`config.mk`:
```
export PLATFORM = sky130hd
export DESIGN_NAME = score_stream_sequencer
export DESIGN_NICKNAME = d
export VERILOG_FILES = /design/src/hw/rtl/ssq_pkg.sv /design/src/hw/rtl/ssq_front.sv /design/src/hw/rtl/ssq_fifo.sv /design/src/hw/rtl/ssq_back.sv /design/src/hw/rtl/score_stream_sequencer.sv
export SDC_FILE = /design/constraint.sdc
export NUM_CORES = 1
export LEC_CHECK = 0
export ABC_AREA = 0
export BUFFER_PORTS_ARGS = -buffer_cell sky130_fd_sc_hd__buf_2
export CORE_MARGIN = 2
export CORE_UTILIZATION = 45
export CTS_CLUSTER_DIAMETER = 60
export CTS_CLUSTER_SIZE = 12
export DETAILED_ROUTE_END_ITERATION = 10
export PLACE_DENSITY_LB_ADDON = 0.15
export REMOVE_ABC_BUFFERS = 1
export SYNTH_ARGS = -nofsm -noshare
export SYNTH_HDL_FRONTEND = slang
export SYNTH_HIERARCHICAL = 1
export SYNTH_SLANG_ARGS = --single-unit
```
`constraint.sdc`:
```
create_clock -name clk -period 4.95 [get_ports clk]
set_input_delay 0 -clock clk [delete_from_list [all_inputs] [get_ports clk]]
set_output_delay 0 -clock clk [all_outputs]
set_load 0.05 [all_outputs]
```
`src/hw/rtl/ssq_pkg.sv`:
```
// Shared types and codes of the score stream sequencer.
// Used by the front parser, the request queue, the back executor and the top level.
package ssq_pkg;

  // Channel count of the player, and the width of the channel field on the result.
  localparam int CHANNELS = 4;
  localparam int CHAN_W   = 2;
  localparam logic [4:0] CHAN_LIMIT = 5'(CHANNELS);

  // Queue between the parser and the executor.
  localparam int QDEPTH = 4;
  localparam int QPTR_W = 2;
  localparam int QCNT_W = 3;

  // Input request kinds, carried on in_tuser.
  localparam logic [1:0] REQ_BYTE  = 2'd0;
  localparam logic [1:0] REQ_TICK  = 2'd1;
  localparam logic [1:0] REQ_START = 2'd2;

  // Parser phases.
  localparam logic [1:0] PH_CMD   = 2'd0;
  localparam logic [1:0] PH_PITCH = 2'd1;
  localparam logic [1:0] PH_DLOW  = 2'd2;

  // Command nibbles of a control byte.
  localparam logic [3:0] CMD_NOTE_OFF = 4'h8;
  localparam logic [3:0] CMD_NOTE_ON  = 4'h9;
  localparam logic [3:0] CMD_END      = 4'hF;

  // Result events, carried on out_tuser.
  localparam logic [2:0] EV_NONE     = 3'd0;
  localparam logic [2:0] EV_NOTE_ON  = 3'd1;
  localparam logic [2:0] EV_NOTE_OFF = 3'd2;
  localparam logic [2:0] EV_DELAY    = 3'd3;
  localparam logic [2:0] EV_FINISHED = 3'd4;
  localparam logic [2:0] EV_UNKNOWN  = 3'd5;
  localparam logic [2:0] EV_NEED     = 3'd6;

  // Operations handed from the parser to the executor.
  localparam logic [2:0] OP_NONE     = 3'd0;
  localparam logic [2:0] OP_NOTE_ON  = 3'd1;
  localparam logic [2:0] OP_NOTE_OFF = 3'd2;
  localparam logic [2:0] OP_DELAY    = 3'd3;
  localparam logic [2:0] OP_FINISH   = 3'd4;
  localparam logic [2:0] OP_UNKNOWN  = 3'd5;
  localparam logic [2:0] OP_TICK     = 3'd6;
  localparam logic [2:0] OP_START    = 3'd7;

  typedef struct packed {
    logic [2:0]        op;
    logic [CHAN_W-1:0] chan;
    logic [7:0]        pitch;
    logic [14:0]       delay;
  } ssq_entry_t;

  typedef struct packed {
    logic full;
    logic empty;
  } ssq_qstat_t;

endpackage

```
`src/hw/rtl/ssq_front.sv`:
```
// Front parser: accepts requests and turns score bytes into executor operations.
// Depends on ssq_pkg; feeds ssq_fifo.
module ssq_front (
  input  logic               clk,
  input  logic               rst_n,
  input  logic               in_tvalid,
  output logic               in_tready,
  input  logic [1:0]         in_tuser,   // req_type
  input  logic [7:0]         in_tdata,   // score_byte
  input  ssq_pkg::ssq_qstat_t q_stat,
  output logic               push,
  output ssq_pkg::ssq_entry_t push_data
);
  import ssq_pkg::*;

  logic [1:0]  phase_r, phase_nxt;
  logic [3:0]  pend_r, pend_nxt;
  logic [6:0]  dhi_r, dhi_nxt;
  logic [14:0] dword;

  assign in_tready = !q_stat.full;
  assign push      = in_tvalid && !q_stat.full;
  assign dword     = {dhi_r, in_tdata};

  always_comb begin
    push_data = '0;
    phase_nxt = phase_r;
    pend_nxt  = pend_r;
    dhi_nxt   = dhi_r;
    case (in_tuser)
      REQ_TICK: begin
        push_data.op = OP_TICK;
      end
      REQ_START: begin
        push_data.op = OP_START;
        phase_nxt    = PH_CMD;
      end
      REQ_BYTE: begin
        phase_nxt = PH_CMD;
        case (phase_r)
          PH_PITCH: begin
            // out-of-range channel still eats its pitch byte
            if ({1'b0, pend_r} < CHAN_LIMIT) begin
              push_data.op    = OP_NOTE_ON;
              push_data.chan  = pend_r[CHAN_W-1:0];
              push_data.pitch = in_tdata;
            end
          end
          PH_DLOW: begin
            // drop zero delays
            if (dword != 15'd0) begin
              push_data.op    = OP_DELAY;
              push_data.delay = dword;
            end
          end
          default: begin
            if (!in_tdata[7]) begin
              dhi_nxt   = in_tdata[6:0];
              phase_nxt = PH_DLOW;
            end else begin
              case (in_tdata[7:4])
                CMD_NOTE_ON: begin
                  pend_nxt  = in_tdata[3:0];
                  phase_nxt = PH_PITCH;
                end
                CMD_NOTE_OFF: begin
                  if ({1'b0, in_tdata[3:0]} < CHAN_LIMIT) begin
                    push_data.op   = OP_NOTE_OFF;
                    push_data.chan = in_tdata[CHAN_W-1:0];
                  end
                end
                CMD_END: begin
                  push_data.op = OP_FINISH;
                end
                default: begin
                  push_data.op = OP_UNKNOWN;
                end
              endcase
            end
          end
        endcase
      end
      default: begin
        push_data.op = OP_NONE;
      end
    endcase
  end

  always_ff @(posedge clk) begin
    if (!rst_n) begin
      phase_r <= PH_CMD;
      pend_r  <= '0;
      dhi_r   <= '0;
    end else if (push) begin
      phase_r <= phase_nxt;
      pend_r  <= pend_nxt;
      dhi_r   <= dhi_nxt;
    end
  end

endmodule

```
`src/hw/rtl/ssq_fifo.sv`:
```
// Short request queue between the front parser and the back executor.
// Depends on ssq_pkg for the entry type and depth constants.
module ssq_fifo (
  input  logic                clk,
  input  logic                rst_n,
  input  logic                push,
  input  ssq_pkg::ssq_entry_t push_data,
  input  logic                pop,
  output ssq_pkg::ssq_entry_t pop_data,
  output ssq_pkg::ssq_qstat_t q_stat
);
  import ssq_pkg::*;

  ssq_entry_t        mem_r [QDEPTH];
  logic [QPTR_W-1:0] wr_ptr_r, rd_ptr_r;
  logic [QCNT_W-1:0] count_r, count_nxt;

  assign pop_data     = mem_r[rd_ptr_r];
  assign q_stat.empty = (count_r == '0);
  assign q_stat.full  = (count_r == QCNT_W'(QDEPTH));

  always_comb begin
    count_nxt = count_r;
    if (push && !pop) begin
      count_nxt = count_r + 1'b1;
    end else if (pop && !push) begin
      count_nxt = count_r - 1'b1;
    end
  end

  always_ff @(posedge clk) begin
    if (push) begin
      mem_r[wr_ptr_r] <= push_data;
    end
  end

  always_ff @(posedge clk) begin
    if (!rst_n) begin
      wr_ptr_r <= '0;
      rd_ptr_r <= '0;
      count_r  <= '0;
    end else begin
      if (push) begin
        wr_ptr_r <= wr_ptr_r + 1'b1;
      end
      if (pop) begin
        rd_ptr_r <= rd_ptr_r + 1'b1;
      end
      count_r <= count_nxt;
    end
  end

endmodule

```
`src/hw/rtl/ssq_back.sv`:
```
// Back executor: applies queued operations to countdown, elapsed time and play flag,
// and holds each result in the output register. Depends on ssq_pkg.
module ssq_back (
  input  logic                clk,
  input  logic                rst_n,
  input  ssq_pkg::ssq_qstat_t q_stat,
  input  ssq_pkg::ssq_entry_t pop_data,
  output logic                pop,
  output logic                out_tvalid,
  input  logic                out_tready,
  output logic [2:0]          out_tuser,
  output logic [63:0]         out_tdata
);
  import ssq_pkg::*;

  logic [15:0]       cd_r, cd_nxt;
  logic [31:0]       el_r, el_nxt;
  logic              play_r, play_nxt;
  logic              valid_r;
  logic [2:0]        ev_r, ev_nxt;
  logic [63:0]       data_r, data_nxt;
  logic [CHAN_W-1:0] chan;
  logic [7:0]        pitch;
  logic [14:0]       dly;

  assign pop        = !q_stat.empty && (!valid_r || out_tready);
  assign out_tvalid = valid_r;
  assign out_tuser  = ev_r;
  assign out_tdata  = data_r;

  always_comb begin
    cd_nxt   = cd_r;
    el_nxt   = el_r;
    play_nxt = play_r;
    ev_nxt   = EV_NONE;
    chan     = '0;
    pitch    = '0;
    dly      = '0;
    case (pop_data.op)
      OP_TICK: begin
        if (cd_r != 16'd0) begin
          cd_nxt = cd_r - 16'd1;
          if (cd_r == 16'd1) begin
            ev_nxt = EV_NEED;
          end
        end
      end
      OP_START: begin
        el_nxt   = '0;
        play_nxt = 1'b1;
        cd_nxt   = 16'd1;
      end
      OP_DELAY: begin
        cd_nxt = {1'b0, pop_data.delay};
        el_nxt = el_r + {17'd0, pop_data.delay};
        ev_nxt = EV_DELAY;
        dly    = pop_data.delay;
      end
      OP_NOTE_ON: begin
        ev_nxt = EV_NOTE_ON;
        chan   = pop_data.chan;
        pitch  = pop_data.pitch;
      end
      OP_NOTE_OFF: begin
        ev_nxt = EV_NOTE_OFF;
        chan   = pop_data.chan;
      end
      OP_FINISH: begin
        play_nxt = 1'b0;
        ev_nxt   = EV_FINISHED;
      end
      OP_UNKNOWN: begin
        play_nxt = 1'b0;
        ev_nxt   = EV_UNKNOWN;
      end
      default: begin
        ev_nxt = EV_NONE;
      end
    endcase
    // chan [1:0], pitch [9:2], delay_ms [24:10], elapsed_ms [56:25], playing [57]
    data_nxt = {6'd0, play_nxt, el_nxt, dly, pitch, chan};
  end

  always_ff @(posedge clk) begin
    if (pop) begin
      ev_r   <= ev_nxt;
      data_r <= data_nxt;
    end
  end

  always_ff @(posedge clk) begin
    if (!rst_n) begin
      cd_r    <= '0;
      el_r    <= '0;
      play_r  <= 1'b0;
      valid_r <= 1'b0;
    end else begin
      if (pop) begin
        cd_r    <= cd_nxt;
        el_r    <= el_nxt;
        play_r  <= play_nxt;
        valid_r <= 1'b1;
      end else if (out_tready) begin
        valid_r <= 1'b0;
      end
    end
  end

endmodule

```
`src/hw/rtl/score_stream_sequencer.sv`:
```
// Score stream sequencer: parses a music score byte stream into note and timing events.
// Input channel (in_*): one request per beat; in_tuser is the kind (score byte,
//   millisecond tick, start playback), in_tdata the score byte.
// Result channel (out_*): exactly one result per request, in order; out_tuser is the
//   event code, out_tdata holds channel, pitch, delay, elapsed time and playing flag.
// Throughput: one request per cycle, sustained while out_tready stays high. The parser
//   state advances with each byte and the executor updates countdown and elapsed time.
// Path from request to result: the parser writes the queue entry, and the executor
//   pops it and registers its result in the output register.
// A four-entry queue separates parser and executor; when the receiver stalls, the
//   output register holds its result, the queue fills, and in_tready drops only once
//   four more requests are waiting.
// Reset (rst_n low, synchronous): parser back to command phase, queue emptied,
//   countdown, elapsed time and playing flag cleared, no result pending.
// Depends on ssq_pkg, ssq_front, ssq_fifo and ssq_back.
module score_stream_sequencer (
  input  logic        clk,
  input  logic        rst_n,
  input  logic        in_tvalid,
  output logic        in_tready,
  input  logic [1:0]  in_tuser,    // req_type
  input  logic [7:0]  in_tdata,    // score_byte
  output logic        out_tvalid,
  input  logic        out_tready,
  output logic [2:0]  out_tuser,   // event_res
  output logic [63:0] out_tdata    // chan, pitch, delay_ms, elapsed_ms, playing, zero pad
);
  import ssq_pkg::*;

  ssq_qstat_t q_stat;
  ssq_entry_t push_data, pop_data;
  logic       push, pop;

  ssq_front u_front (
    .clk       (clk),
    .rst_n     (rst_n),
    .in_tvalid (in_tvalid),
    .in_tready (in_tready),
    .in_tuser  (in_tuser),
    .in_tdata  (in_tdata),
    .q_stat    (q_stat),
    .push      (push),
    .push_data (push_data)
  );

  ssq_fifo u_fifo (
    .clk       (clk),
    .rst_n     (rst_n),
    .push      (push),
    .push_data (push_data),
    .pop       (pop),
    .pop_data  (pop_data),
    .q_stat    (q_stat)
  );

  ssq_back u_back (
    .clk        (clk),
    .rst_n      (rst_n),
    .q_stat     (q_stat),
    .pop_data   (pop_data),
    .pop        (pop),
    .out_tvalid (out_tvalid),
    .out_tready (out_tready),
    .out_tuser  (out_tuser),
    .out_tdata  (out_tdata)
  );

`ifndef SYNTH
  // an accepted request must land in the queue
  a_push_fills_queue: assert property (@(posedge clk) disable iff (!rst_n)
    (in_tvalid && in_tready) |=> !q_stat.empty)
    else $error("accepted request missing from queue");

  // a delay event always carries a nonzero length, other events none
  a_delay_len: assert property (@(posedge clk) disable iff (!rst_n)
    out_tvalid |-> ((out_tuser == EV_DELAY) == (out_tdata[24:10] != 15'd0)))
    else $error("delay length does not match event");

  // end of score and unknown control both stop playback
  a_stop_clears_play: assert property (@(posedge clk) disable iff (!rst_n)
    (out_tvalid && (out_tuser == EV_FINISHED || out_tuser == EV_UNKNOWN))
      |-> !out_tdata[57])
    else $error("playing flag still set after stop");

  // queue never reports full and empty together
  a_queue_stat: assert property (@(posedge clk) disable iff (!rst_n)
    !(q_stat.full && q_stat.empty))
    else $error("queue status inconsistent");
`endif

endmodule

```
==> flow_metrics.tcl, run 1 <==
set metrics [dict create \
    final_net_count 1048 \
    run_status "completed" \
    wire_length_per_cell_after_detailed_routing_um 18.7 \
    number_of_flops_mapped_to_enable_cells_by_yosys 173 \
    mappedNetlistArea_sq_um 11400 \
    yosys.cell_types.count 77 \
    final_period_minus_worst_setup_slack_ns 3.68 \
    grt_antenna_before_repair 0 \
    clkLatencyLatePin_ns 0.52 \
    clk_pin_slew_ns 0.06 \
    post-route-period-util 0.743 \
    final.setup_skew_ns 0.0112 \
    cts.sinks 245 \
    floorplan.core_area_sq_um 25000 \
    synth.avg_cell_area_sq_um 12.4 \
    finalWeightedCongestion 0.859 \
    die_h_um 163 \
    worstRegToRegCells 11 \
    report.final.setup_viol 0 \
    first_iter_violations 582 \
    final_critical_path_setup_slack_ns 1.27 \
    setup_total_negative_slack_ns 0 \
    worst_hold_path.endpoint "u_back/cd_r[1]" \
    worst_setup_path_end_kind "flip-flop" \
    tritoncts "yes" \
    synth.top_cell.area_share 0.457 \
    die_w_um 163 \
    synth_top_flop_cell "sky130_fd_sc_hd__edfxtp_1" \
    asyncSetResetFlopFracSynth 0 \
    worstHoldPathCells 2 \
    detailed_router_iteration_count_before_antenna_repair 5 \
    finalHoldViolCount 0 \
    area_delta_synth_final_pct 14.0 \
    cp-start-kind "flip-flop" \
    timing.setup.critical_path_class "flip-flop to flip-flop" \
    slew_violations 0 \
    post-cts-setup-buffers 0 \
    ys_seq_area_frac 0.584 \
    fmaxAchievable_ghz 0.272 \
    detail-route-antenna-nets 0 \
    dp_worst_setup_slack_ns 1.28 \
    timing_worst_slew_pin_value_ns 1.13 \
    initial_core_util 0.455 \
    grt_setup_unrepaired "no" \
    cts_max_path_buffers 3 \
    synth_area_leader_cell "sky130_fd_sc_hd__edfxtp_1" \
    io_pins 83 \
    grt_start_max_net_pins 53 \
    netlist_instances 919 \
    timing.hold.worst.start "rst_n" \
    area_enclosed_by_the_die_boundary_sq_um 26500 \
    nFillCells 2198 \
    numCtsBuffers 26 \
    synth.ff_latch_count 245 \
    power.density_nw_per_um2 641 \
    timing.reg2reg.setup_slack_ns 1.27 \
    grt-ovfl-total 0 \
    first_global_vias 7353 \
    hpwl_um 16500 \
    power.ir.vdd_worst_uv 354 \
    worst_slew_margin_rel 0.243 \
    yosysWarningCount 6 \
    synth_area_leaders "sky130_fd_sc_hd__edfxtp_1, sky130_fd_sc_hd__dfxtp_1, sky130_fd_sc_hd__mux4_2" \
    ctsHtreeMaxLevel 1 \
    totalWireLength_um 25300 \
    gr-usage-all-layers 0.195 \
    cpLargestDelayFamily "simple AND/OR/NAND/NOR gates" \
    antenna-diode-count 0 \
    max-cap-violations 0 \
    worst-path-max-fanout 19 \
    portBuffers 76 \
    cp.buffers_inverters 1 \
    cp_data_required_time_ns 5.41 \
    worst_path_largest_cell_delay_ns 0.75 \
    route.vias.total 7538 \
    layout-drive-gt1-share 0.160 \
    worst_hold_slack_ns 0.221 \
    total_leakage_power_nw 4.72 \
    drt_drc_violations_left 0 \
    clock-root-buffer "sky130_fd_sc_hd__clkbuf_16" \
    crit_path_cell_trace "mux4_1 -> ha_1 -> inv_1 -> fa_1 -> nand2b_1 -> nor2b_1 -> o21a_1 -> o211ai_4 -> nand2_1 -> or4_1 -> a21boi_1" \
    rows 58 \
    rr_endpoint "u_back/el_r[18]" \
    worst_ep_arrival_time_ns 4.14 \
    worst_hold_path_type "primary input to flip-flop" \
    grt_pass1_wl_um 40600 \
    post_drt_via_cell_ratio 5.55 \
    slowest_stage "sky130_fd_sc_hd__dfxtp_2" \
]
## kinds of logic (layout without fill, tap and decap cells)
logic type,count (synthesis),after routing,share of synthesized area
AO/OA/AOI/OAI,191,191,0.110
adder cells (fa/ha/maj),27,27,0.0310
XOR/XNOR,42,42,0.0324
flip-flops,245,245,0.584
other,1,6,0.000330
multiplexers,32,32,0.0616
AND/OR/NAND/NOR,308,308,0.149
buffers and inverters,73,176,0.0321
## metal layers
layer,share of wire,track usage
met3,0.047,0.0237
met2,0.48,0.329
met5,0,0
met1,0.46,0.268
met4,0.019,0.0499
## registers in the layout, summed over array words and instances, names as in the netlist, 3 cells and up, named ones only
signal,count
u_fifo/mem_r,112
u_back/out_tdata,58
u_back/el_r,32
u_back/cd_r,16
u_front/dhi_r,7
u_front/pend_r,4
u_back/out_tuser,3
u_fifo/count_r,3
## power by group
group | internal [W] | switching [W]
Combinational | 0.00104 | 0.00249
Sequential | 0.00276 | 0.000219
Clock | 0.00103 | 0.000772
## how the worst max path moves through the flow
stage / depth (start not counted) / slack, ns / start / to
2_1_floorplan: 10 / 0.56 / u_back/out_tvalid / u_fifo/count_r[2]
3_3_place_gp: 9 / 1.35 / flip-flop / u_back/out_tdata[54]
3_5_place_dp: 11 / 1.28 / flip-flop / u_back/el_r[18]
4_1_cts: 11 / 1.26 / flip-flop / u_back/el_r[18]
5_1_grt: 11 / 0.96 / flip-flop / u_back/el_r[18]
6_report: 11 / 1.27 / flip-flop / u_back/el_r[18]
## layout make-up
| cell class | instances | area (sq um) | area share |
|---|---|---|---|
| Inverter | 22 | 83.8 | 0.00647 |
| Multi-Input combinational cell | 606 | 4390 | 0.339 |
| Timing Repair Buffer | 106 | 653 | 0.0504 |
| Tap cell | 330 | 413 | 0.0319 |
| Sequential cell | 245 | 6640 | 0.512 |
| Clock buffer | 42 | 742 | 0.0573 |
| Clock inverter | 6 | 38.8 | 0.00299 |
## cells in the mapped netlist, types with 3 or more instances
library cell and number:
sky130_fd_sc_hd__nand2b_1 6, sky130_fd_sc_hd__nor2b_1 11, sky130_fd_sc_hd__buf_2 8, sky130_fd_sc_hd__nor3b_1 12
sky130_fd_sc_hd__clkbuf_1 30, sky130_fd_sc_hd__dfxtp_1 72, sky130_fd_sc_hd__xor2_1 32, sky130_fd_sc_hd__nor3_1 14
sky130_fd_sc_hd__nand2_1 55, sky130_fd_sc_hd__a21boi_1 4, sky130_fd_sc_hd__a21oi_1 49, sky130_fd_sc_hd__o21ai_0 44
sky130_fd_sc_hd__edfxtp_1 173, sky130_fd_sc_hd__o21ai_1 17, sky130_fd_sc_hd__mux2i_1 4, sky130_fd_sc_hd__nor2_1 54
sky130_fd_sc_hd__and4_1 4, sky130_fd_sc_hd__and2_1 34, sky130_fd_sc_hd__a21boi_0 11, sky130_fd_sc_hd__mux4_2 20
sky130_fd_sc_hd__xnor2_1 10, sky130_fd_sc_hd__a21o_1 5, sky130_fd_sc_hd__buf_4 6, sky130_fd_sc_hd__nor4_1 4
sky130_fd_sc_hd__inv_1 21, sky130_fd_sc_hd__o31ai_1 10, sky130_fd_sc_hd__o21a_1 5, sky130_fd_sc_hd__or3_1 7
sky130_fd_sc_hd__and3_1 39, sky130_fd_sc_hd__mux4_1 8, sky130_fd_sc_hd__ha_1 25, sky130_fd_sc_hd__nand3b_1 3
sky130_fd_sc_hd__or4_1 7, sky130_fd_sc_hd__a211oi_1 5, sky130_fd_sc_hd__a22o_1 3, sky130_fd_sc_hd__nand4_1 13
sky130_fd_sc_hd__nand3_1 29, sky130_fd_sc_hd__a31oi_1 10
## per-stage QoR
| stage | area, sq um | cells | power (W) | utilization |
|---|---|---|---|---|
| after floorplan | 11100 | 873 | 0.00562 | - |
| after global placement | 12000 | 1290 | 0.00653 | 0.480 |
| after detailed placement | 12000 | 1290 | 0.00654 | 0.480 |
| after CTS | 13000 | 1357 | 0.00836 | 0.519 |
| after global routing | 13000 | 1357 | 0.00879 | 0.519 |
| final | 13000 | 1357 | 0.00830 | 0.519 |
## cells in the final DEF (no fill, tap or decap), types with 5 or more instances in the layout
cell                            netlist  routed
sky130_fd_sc_hd__a21oi_1             49      49
sky130_fd_sc_hd__ha_1                25      25
sky130_fd_sc_hd__a21boi_0            11      11
sky130_fd_sc_hd__and3_1              39      39
sky130_fd_sc_hd__o21ai_0             44      44
sky130_fd_sc_hd__nand4_1             13      13
sky130_fd_sc_hd__and2_2               1       5
sky130_fd_sc_hd__a31oi_1             10      10
sky130_fd_sc_hd__buf_2                8      76
sky130_fd_sc_hd__o21ai_1             17      17
sky130_fd_sc_hd__nand2_1             55      55
sky130_fd_sc_hd__edfxtp_1           173     173
sky130_fd_sc_hd__nor2b_1             11      11
sky130_fd_sc_hd__clkbuf_16            0      27
sky130_fd_sc_hd__inv_1               21      21
sky130_fd_sc_hd__nor3_1              14      14
sky130_fd_sc_hd__o31ai_1             10      10
sky130_fd_sc_hd__xnor2_1             10      10
sky130_fd_sc_hd__nor2_1              54      54
sky130_fd_sc_hd__nand2b_1             6       6
sky130_fd_sc_hd__and2_1              34      30
sky130_fd_sc_hd__conb_1               1       6
sky130_fd_sc_hd__buf_4                6      11
sky130_fd_sc_hd__or4_1                7       7
sky130_fd_sc_hd__xor2_1              32      32
sky130_fd_sc_hd__dfxtp_1             72      71
sky130_fd_sc_hd__mux4_1               8       8
sky130_fd_sc_hd__mux4_2              20      20
sky130_fd_sc_hd__a211oi_1             5       5
sky130_fd_sc_hd__nand3_1             29      29
sky130_fd_sc_hd__dlygate4sd3_1        0      19
sky130_fd_sc_hd__or3_1                7       7
sky130_fd_sc_hd__clkbuf_1            30      14
sky130_fd_sc_hd__o21a_1               5       5
sky130_fd_sc_hd__a21o_1               5       5
sky130_fd_sc_hd__nor3b_1             12      12
## timing repair
item	in CTS	in global routing
gates resized for setup	0	0
endpoints found under the setup margin	0	0
endpoints found under the hold margin	41	0
hold buffers	19	0
No activity file was read; power rests on OpenSTA's default activity.
==> run 2: changes to the inputs <==
Clock period 4.95 ns to 3.73 ns, I/O delays scaled along.
==> run 2 against run 1 <==
Compared with the run above: first-iteration DRC count down 1.9%; total power increased by 35%; final area grew 1.4%; fmax is 5.5% higher; critical endpoint unchanged; non-clock buffer count rose by 19; worst setup slack lost 1.0 ns; critical path depth fell by 1; largest power group unchanged; hold slack worse by 0.030 ns; critical path type unchanged; highest routed layer unchanged; sequential power increased by 32%; combinational power rose by 36%.
==> flow_metrics.tcl, run 2 (synthesis gave the netlist of run 1 again) <==
set metrics [dict create \
    grt_setup_unrepaired "no" \
    run_status "completed" \
    slowest_stage "sky130_fd_sc_hd__mux4_2" \
    share_seq_of_total_power 0.351 \
    largest_register_ffs 112 \
    power.ir.vdd_worst_uv 478 \
    wire_length_per_cell_after_detailed_routing_um 18.4 \
    report.final.setup_viol 0 \
    worst_hold_path.endpoint "u_back/el_r[6]" \
    floorplan.core_area_sq_um 25000 \
    worst_ep_arrival_time_ns 3.96 \
    cts_max_path_buffers 3 \
    hpwl_um 16700 \
    worst-path-max-fanout 13 \
    numCtsBuffers 27 \
    worstRegToRegCells 10 \
    numPlacedInstances 1305 \
    post-route-period-util 0.935 \
    power.share.clock 0.220 \
    first_iter_violations 571 \
    area_enclosed_by_the_die_boundary_sq_um 26500 \
    layout-drive-gt1-share 0.175 \
    worst_slew_margin_rel 0.329 \
    area_delta_synth_final_pct 15.6 \
    final_net_count 1068 \
    cell_internal_power_w 0.00650 \
    timing.reg2reg.setup_slack_ns 0.24 \
    totalWireLength_um 25300 \
    clk_pin_slew_ns 0.06 \
    timing.hold.worst.start "rst_n" \
    max-cap-violations 0 \
    cp-start-kind "flip-flop" \
    grt_start_max_net_pins 53 \
    detail-route-antenna-nets 0 \
    final_period_minus_worst_setup_slack_ns 3.49 \
    tritoncts "yes" \
    worst_setup_path_end_kind "flip-flop" \
    crit_path_cell_trace "buf_4 -> mux4_2 -> ha_1 -> and4_1 -> and2_2 -> nand3_4 -> o211ai_4 -> nand2_1 -> or4_1 -> a21boi_1" \
    worstHoldPathCells 2 \
    grt_antenna_before_repair 0 \
    registers.top_by_ff_count "u_fifo/mem_r" \
    finalHoldViolCount 0 \
    grt-ovfl-total 0 \
    initial_core_util 0.455 \
    layout.cell_area.non_filler_sq_um 13100 \
    timing_worst_slew_pin_value_ns 1.01 \
    cts.sinks 245 \
    die_w_um 163 \
    drt_drc_violations_left 0 \
    layout.cells.non_filler 1376 \
    gr-usage-all-layers 0.194 \
    top_library_cells_by_usage_in_the_layout_fill_and_taps_aside "sky130_fd_sc_hd__edfxtp_1, sky130_fd_sc_hd__buf_2, sky130_fd_sc_hd__dfxtp_1" \
    timing.setup.critical_path_class "flip-flop to flip-flop" \
    grt_pass1_wl_um 40400 \
    die_h_um 163 \
    clock-root-buffer "sky130_fd_sc_hd__clkbuf_16" \
    power.density_nw_per_um2 851 \
    ctsHtreeMaxLevel 1 \
    final.setup_skew_ns 0.00903 \
    detailed_router_iteration_count_before_antenna_repair 5 \
    cp_data_required_time_ns 4.20 \
    fmaxAchievable_ghz 0.287 \
    post_drt_via_cell_ratio 5.52 \
    worst_hold_path_type "primary input to flip-flop" \
    finalWeightedCongestion 0.849 \
    first_global_vias 7487 \
    post-route-util 0.526 \
    rr_endpoint "u_back/el_r[18]" \
    clkLatencyLatePin_ns 0.54 \
    worst_path_largest_cell_delay_ns 0.53 \
    dpl-instance-area_sq_um 12100 \
    rows 58 \
    layout_commonest_cell "sky130_fd_sc_hd__edfxtp_1" \
    totalPowerFinal_w 0.0112 \
    power.switching_w 0.00468 \
    route.vias.total 7591 \
    io_pins 83 \
    total_leakage_power_nw 4.83 \
    slew_violations 0 \
    switching_share 0.419 \
    power.combinational.fraction 0.429 \
    portBuffers 76 \
]
## run 2: changes by cell type in the layout (fill, tap and decap cells not counted), sizes merged
cell	delta
buf	+18
clkbuf	-3
clkinv	-1
diode	+1
dlygate4sd3	+1
inv	+3
## run 2: how the worst max path moves through the flow
stage	from	to	slack [ns]	cells after the start
floorplan	u_back/out_tvalid	u_fifo/count_r[2]	-0.66	10
global placement	flip-flop	u_back/out_tdata[54]	0.27	10
detailed placement	flip-flop	u_back/el_r[18]	0.22	10
CTS	flip-flop	u_back/el_r[18]	0.20	10
global route	flip-flop	u_back/el_r[22]	0.02	10
finish	flip-flop	u_back/el_r[18]	0.24	10
## run 2: layer usage
layer / wire (um) / GRT usage
met1: 11500 / 0.265
met2: 12000 / 0.323
met3: 1090 / 0.0278
met4: 597 / 0.0559
met5: 0 / 0
## run 2: cell type report
type / count / area, sq um
antenna: 1 / 2.50
clock buffer: 39 / 741
tap: 330 / 413
inverter: 22 / 83.8
timing repair buffer: 125 / 798
sequential: 245 / 6640
fill: 2215 / 11800
clock inverter: 8 / 72.6
multi-input combinational: 606 / 4390
## run 2: through the flow
step	hold WS (ns)	setup TNS [ns]	setup WS [ns]
after detailed placement	0.320	0	0.217
after global routing	0.221	0	0.0228
after floorplan	0.122	-8.63	-0.656
final	0.191	0	0.241
after CTS	0.201	0	0.198
after global placement	0.323	0	0.270
## run 2: critical path: cells and delay by family (launching register included)
kind	cells	cell delay, ns
simple gates	5	1.16
mux	1	0.53
flops	1	0.51
compound gates	2	0.54
buf+inv	1	0.25
fa+ha+maj	1	0.42
## run 2: power groups by stage
stage	registers, W	logic (W)	clock network [W]
final	0.00392	0.00480	0.00246
after floorplan	0.00515	0.00230	0
after detailed placement	0.00398	0.00478	0
after global routing	0.00400	0.00521	0.00263
after CTS	0.00393	0.00480	0.00252
after global placement	0.00397	0.00476	0
## run 2: repair_timing
action | in CTS | in global routing
gates resized for setup | 0 | 0
setup endpoints to repair | 0 | 2
hold buffers | 20 | 0
buffers inserted | 0 | 3
hold endpoints to repair | 66 | 0
==> run 3: changes to the inputs <==
Settings changed: SYNTH_HIERARCHICAL 1 to not set.
==> run 3 against run 2 <==
Compared with the run above: register-to-register slack got worse by 0.04 ns; highest routed layer unchanged; via count is 0.88% higher; sequential share of layout area grew 0.40 points; clock power rose by 2%.
==> flow_metrics.tcl, run 3 <==
set metrics [dict create \
    rr_endpoint "u_back.el_r[30]" \
    asyncSetResetFlopFracSynth 0 \
    mappedNetlistArea_sq_um 11300 \
    gr-usage-all-layers 0.196 \
    tritoncts "yes" \
    final_period_minus_worst_setup_slack_ns 3.53 \
    totalPowerFinal_w 0.0111 \
    power.combinational.fraction 0.426 \
    final.setup_skew_ns 0.0225 \
    post_drt_via_cell_ratio 5.53 \
    cp-start-kind "flip-flop" \
    timing_worst_slew_pin_value_ns 1.11 \
    initial_core_util 0.460 \
    worstHoldPathCells 4 \
    worst_slew_margin_rel 0.257 \
    fmaxAchievable_ghz 0.284 \
    grt_setup_unrepaired "no" \
    first_global_vias 7366 \
    top_library_cells_by_usage_in_the_layout_fill_and_taps_aside "sky130_fd_sc_hd__edfxtp_1, sky130_fd_sc_hd__nor2_1, sky130_fd_sc_hd__nand2_1" \
    slowest_stage "sky130_fd_sc_hd__mux4_2" \
    worst-path-max-fanout 9 \
    max-cap-violations 0 \
    yosys.cell_types.count 68 \
    die_w_um 162 \
    worst_ep_arrival_time_ns 4.00 \
    cpLargestDelayFamily "simple AND/OR/NAND/NOR gates" \
    totalWireLength_um 25200 \
    share_seq_of_total_power 0.348 \
    floorplan.core_area_sq_um 24500 \
    number_of_flops_mapped_to_enable_cells_by_yosys 173 \
    worst_hold_path_type "primary input to flip-flop" \
    synth_top_flop_cell "sky130_fd_sc_hd__edfxtp_1" \
    cts_max_path_buffers 3 \
    post-synth-top-count-cell "sky130_fd_sc_hd__edfxtp_1" \
    synth_common_cells "sky130_fd_sc_hd__edfxtp_1, sky130_fd_sc_hd__nor2_1, sky130_fd_sc_hd__nand2_1" \
    power.share.clock 0.226 \
    area_delta_synth_final_pct 15.7 \
    synth.top_cell.area_share 0.461 \
    io_pins 83 \
    timing.setup.critical_path_class "flip-flop to flip-flop" \
    portBuffers 76 \
    antenna-diode-count 0 \
    synth_area_leader_cell "sky130_fd_sc_hd__edfxtp_1" \
    clock-root-buffer "sky130_fd_sc_hd__clkbuf_16" \
    switching_share 0.413 \
    cts.sinks 245 \
    crit_path_cell_trace "buf_6 -> buf_4 -> mux4_2 -> ha_2 -> and4_1 -> and3b_1 -> a221oi_1 -> buf_4 -> o221ai_2 -> buf_4 -> nand4_1 -> or4_1 -> nand3_1" \
    total_leakage_power_nw 5.01 \
    netlist_instances 939 \
    hpwl_um 16800 \
    grt-ovfl-total 0 \
    ys_seq_area_frac 0.589 \
    nFillCells 2125 \
    post-route-util 0.533 \
    cell_internal_power_w 0.00651 \
    post-route-period-util 0.946 \
    area_enclosed_by_the_die_boundary_sq_um 26300 \
    synth_area_leaders "sky130_fd_sc_hd__edfxtp_1, sky130_fd_sc_hd__dfxtp_1, sky130_fd_sc_hd__mux4_2" \
    ctsHtreeMaxLevel 1 \
    cp.buffers_inverters 4 \
    timing.critical_path.mode_cell "sky130_fd_sc_hd__buf_4" \
    wire_length_per_cell_after_detailed_routing_um 18.2 \
    registers.top_by_ff_count "u_fifo.mem_r" \
    timing.reg2reg.setup_slack_ns 0.20 \
    clk_pin_slew_ns 0.06 \
    post-cts-setup-buffers 0 \
    layout_commonest_cell "sky130_fd_sc_hd__edfxtp_1" \
    slew_violations 0 \
    worst_hold_path.endpoint "u_back.el_r[7]" \
    numCtsBuffers 27 \
    synth.ff_latch_count 245 \
    finalWeightedCongestion 0.908 \
    detailed_router_iteration_count_before_antenna_repair 5 \
    clkLatencyLatePin_ns 0.54 \
    grt_pass1_wl_um 40500 \
    rows 57 \
    report.final.setup_viol 0 \
    power.ir.vdd_worst_uv 546 \
    worst_path_largest_cell_delay_ns 0.53 \
    grt_start_max_net_pins 39 \
    largest_register_ffs 112 \
    detail-route-antenna-nets 0 \
    finalHoldViolCount 0 \
    die_h_um 162 \
    timing.hold.worst.start "rst_n" \
    yosysWarningCount 0 \
    power.density_nw_per_um2 852 \
    drt_drc_violations_left 0 \
    cp_data_required_time_ns 4.21 \
    run_status "completed" \
    grt_antenna_before_repair 0 \
    layout-drive-gt1-share 0.195 \
    worstRegToRegCells 13 \
    worst_setup_path_end_kind "flip-flop" \
    synth.avg_cell_area_sq_um 12.0 \
    final_net_count 1081 \
    first_iter_violations 667 \
    power.switching_w 0.00459 \
    route.vias.total 7658 \
]
-- run 3: worst max path at each step --
stage	from	slack (ns)	cells after the start	endpoint
after floorplan	flip-flop	-0.67	10	u_back.out_tdata[43]
final	flip-flop	0.20	13	u_back.el_r[30]
after detailed placement	flip-flop	0.06	10	u_back.out_tdata[56]
after global placement	flip-flop	0.13	10	u_back.out_tdata[56]
after global routing	flip-flop	0.007	12	u_back.out_tdata[56]
after CTS	flip-flop	0.03	12	u_back.out_tdata[54]
-- run 3: worst min-delay path: stages --
cell and delay, ns:
sky130_fd_sc_hd__buf_2 0.09, sky130_fd_sc_hd__buf_4 0.24, sky130_fd_sc_hd__nand3_1 0.12, sky130_fd_sc_hd__o21ai_0 0.07
-- run 3: area by class of cell --
type | instances | area, sq um | area share
tap | 324 | 405 | 0.0311
clock inverter | 9 | 88.8 | 0.00682
clock buffer | 40 | 734 | 0.0564
multi-input combinational | 626 | 4330 | 0.332
timing repair buffer | 122 | 762 | 0.0585
sequential | 245 | 6640 | 0.509
inverter | 19 | 72.6 | 0.00557
-- run 3: per-layer routing --
layer / share of wire / track usage / up-vias
li1: - / - / 3702
met1: 0.48 / 0.287 / 3730
met2: 0.46 / 0.311 / 195
met3: 0.049 / 0.0237 / 31
met4: 0.016 / 0.0495 / 0
met5: 0 / 0 / -
-- run 3: logic make-up after synthesis --
family                     after synthesis  share of synthesized area
adders and majority gates               26                     0.0302
and+or+nand+nor                        359                      0.165
DFF                                    245                      0.589
AOI/OAI and AO/OA                      159                     0.0892
xor gates and xnor gates                33                     0.0257
other                                    1                   0.000333
buffers and inverters                   73                     0.0303
muxes                                   43                     0.0698
-- run 3: repair_timing --
| item | in CTS | in global routing |
|---|---|---|
| endpoints found under the hold margin | 87 | 0 |
| gates resized for setup | 0 | 8 |
| setup endpoints to repair | 0 | 9 |
| hold buffers | 13 | 0 |
-- run 3: per-stage QoR --
| stage | TNS (ns) | std cells | instance area [sq um] | hold slack [ns] | setup slack, ns |
|---|---|---|---|---|---|
| after global routing | 0 | 1385 | 13000 | 0.0641 | 0.00677 |
| final | 0 | 1385 | 13000 | 0.0494 | 0.203 |
| after detailed placement | 0 | 1323 | 12100 | 0.287 | 0.0638 |
| after CTS | 0 | 1385 | 13000 | 0.0264 | 0.0329 |
| after global placement | 0 | 1323 | 12100 | 0.289 | 0.127 |
| after floorplan | -14.64 | 890 | 11000 | 0.139 | -0.668 |
-- run 3: power groups by stage --
stage	clock network [W]	logic (W)	registers, W
after floorplan	0	0.00225	0.00513
after global placement	0	0.00470	0.00392
after global routing	0.00267	0.00514	0.00393
final	0.00251	0.00472	0.00387
after CTS	0.00257	0.00474	0.00387
after detailed placement	0	0.00473	0.00392
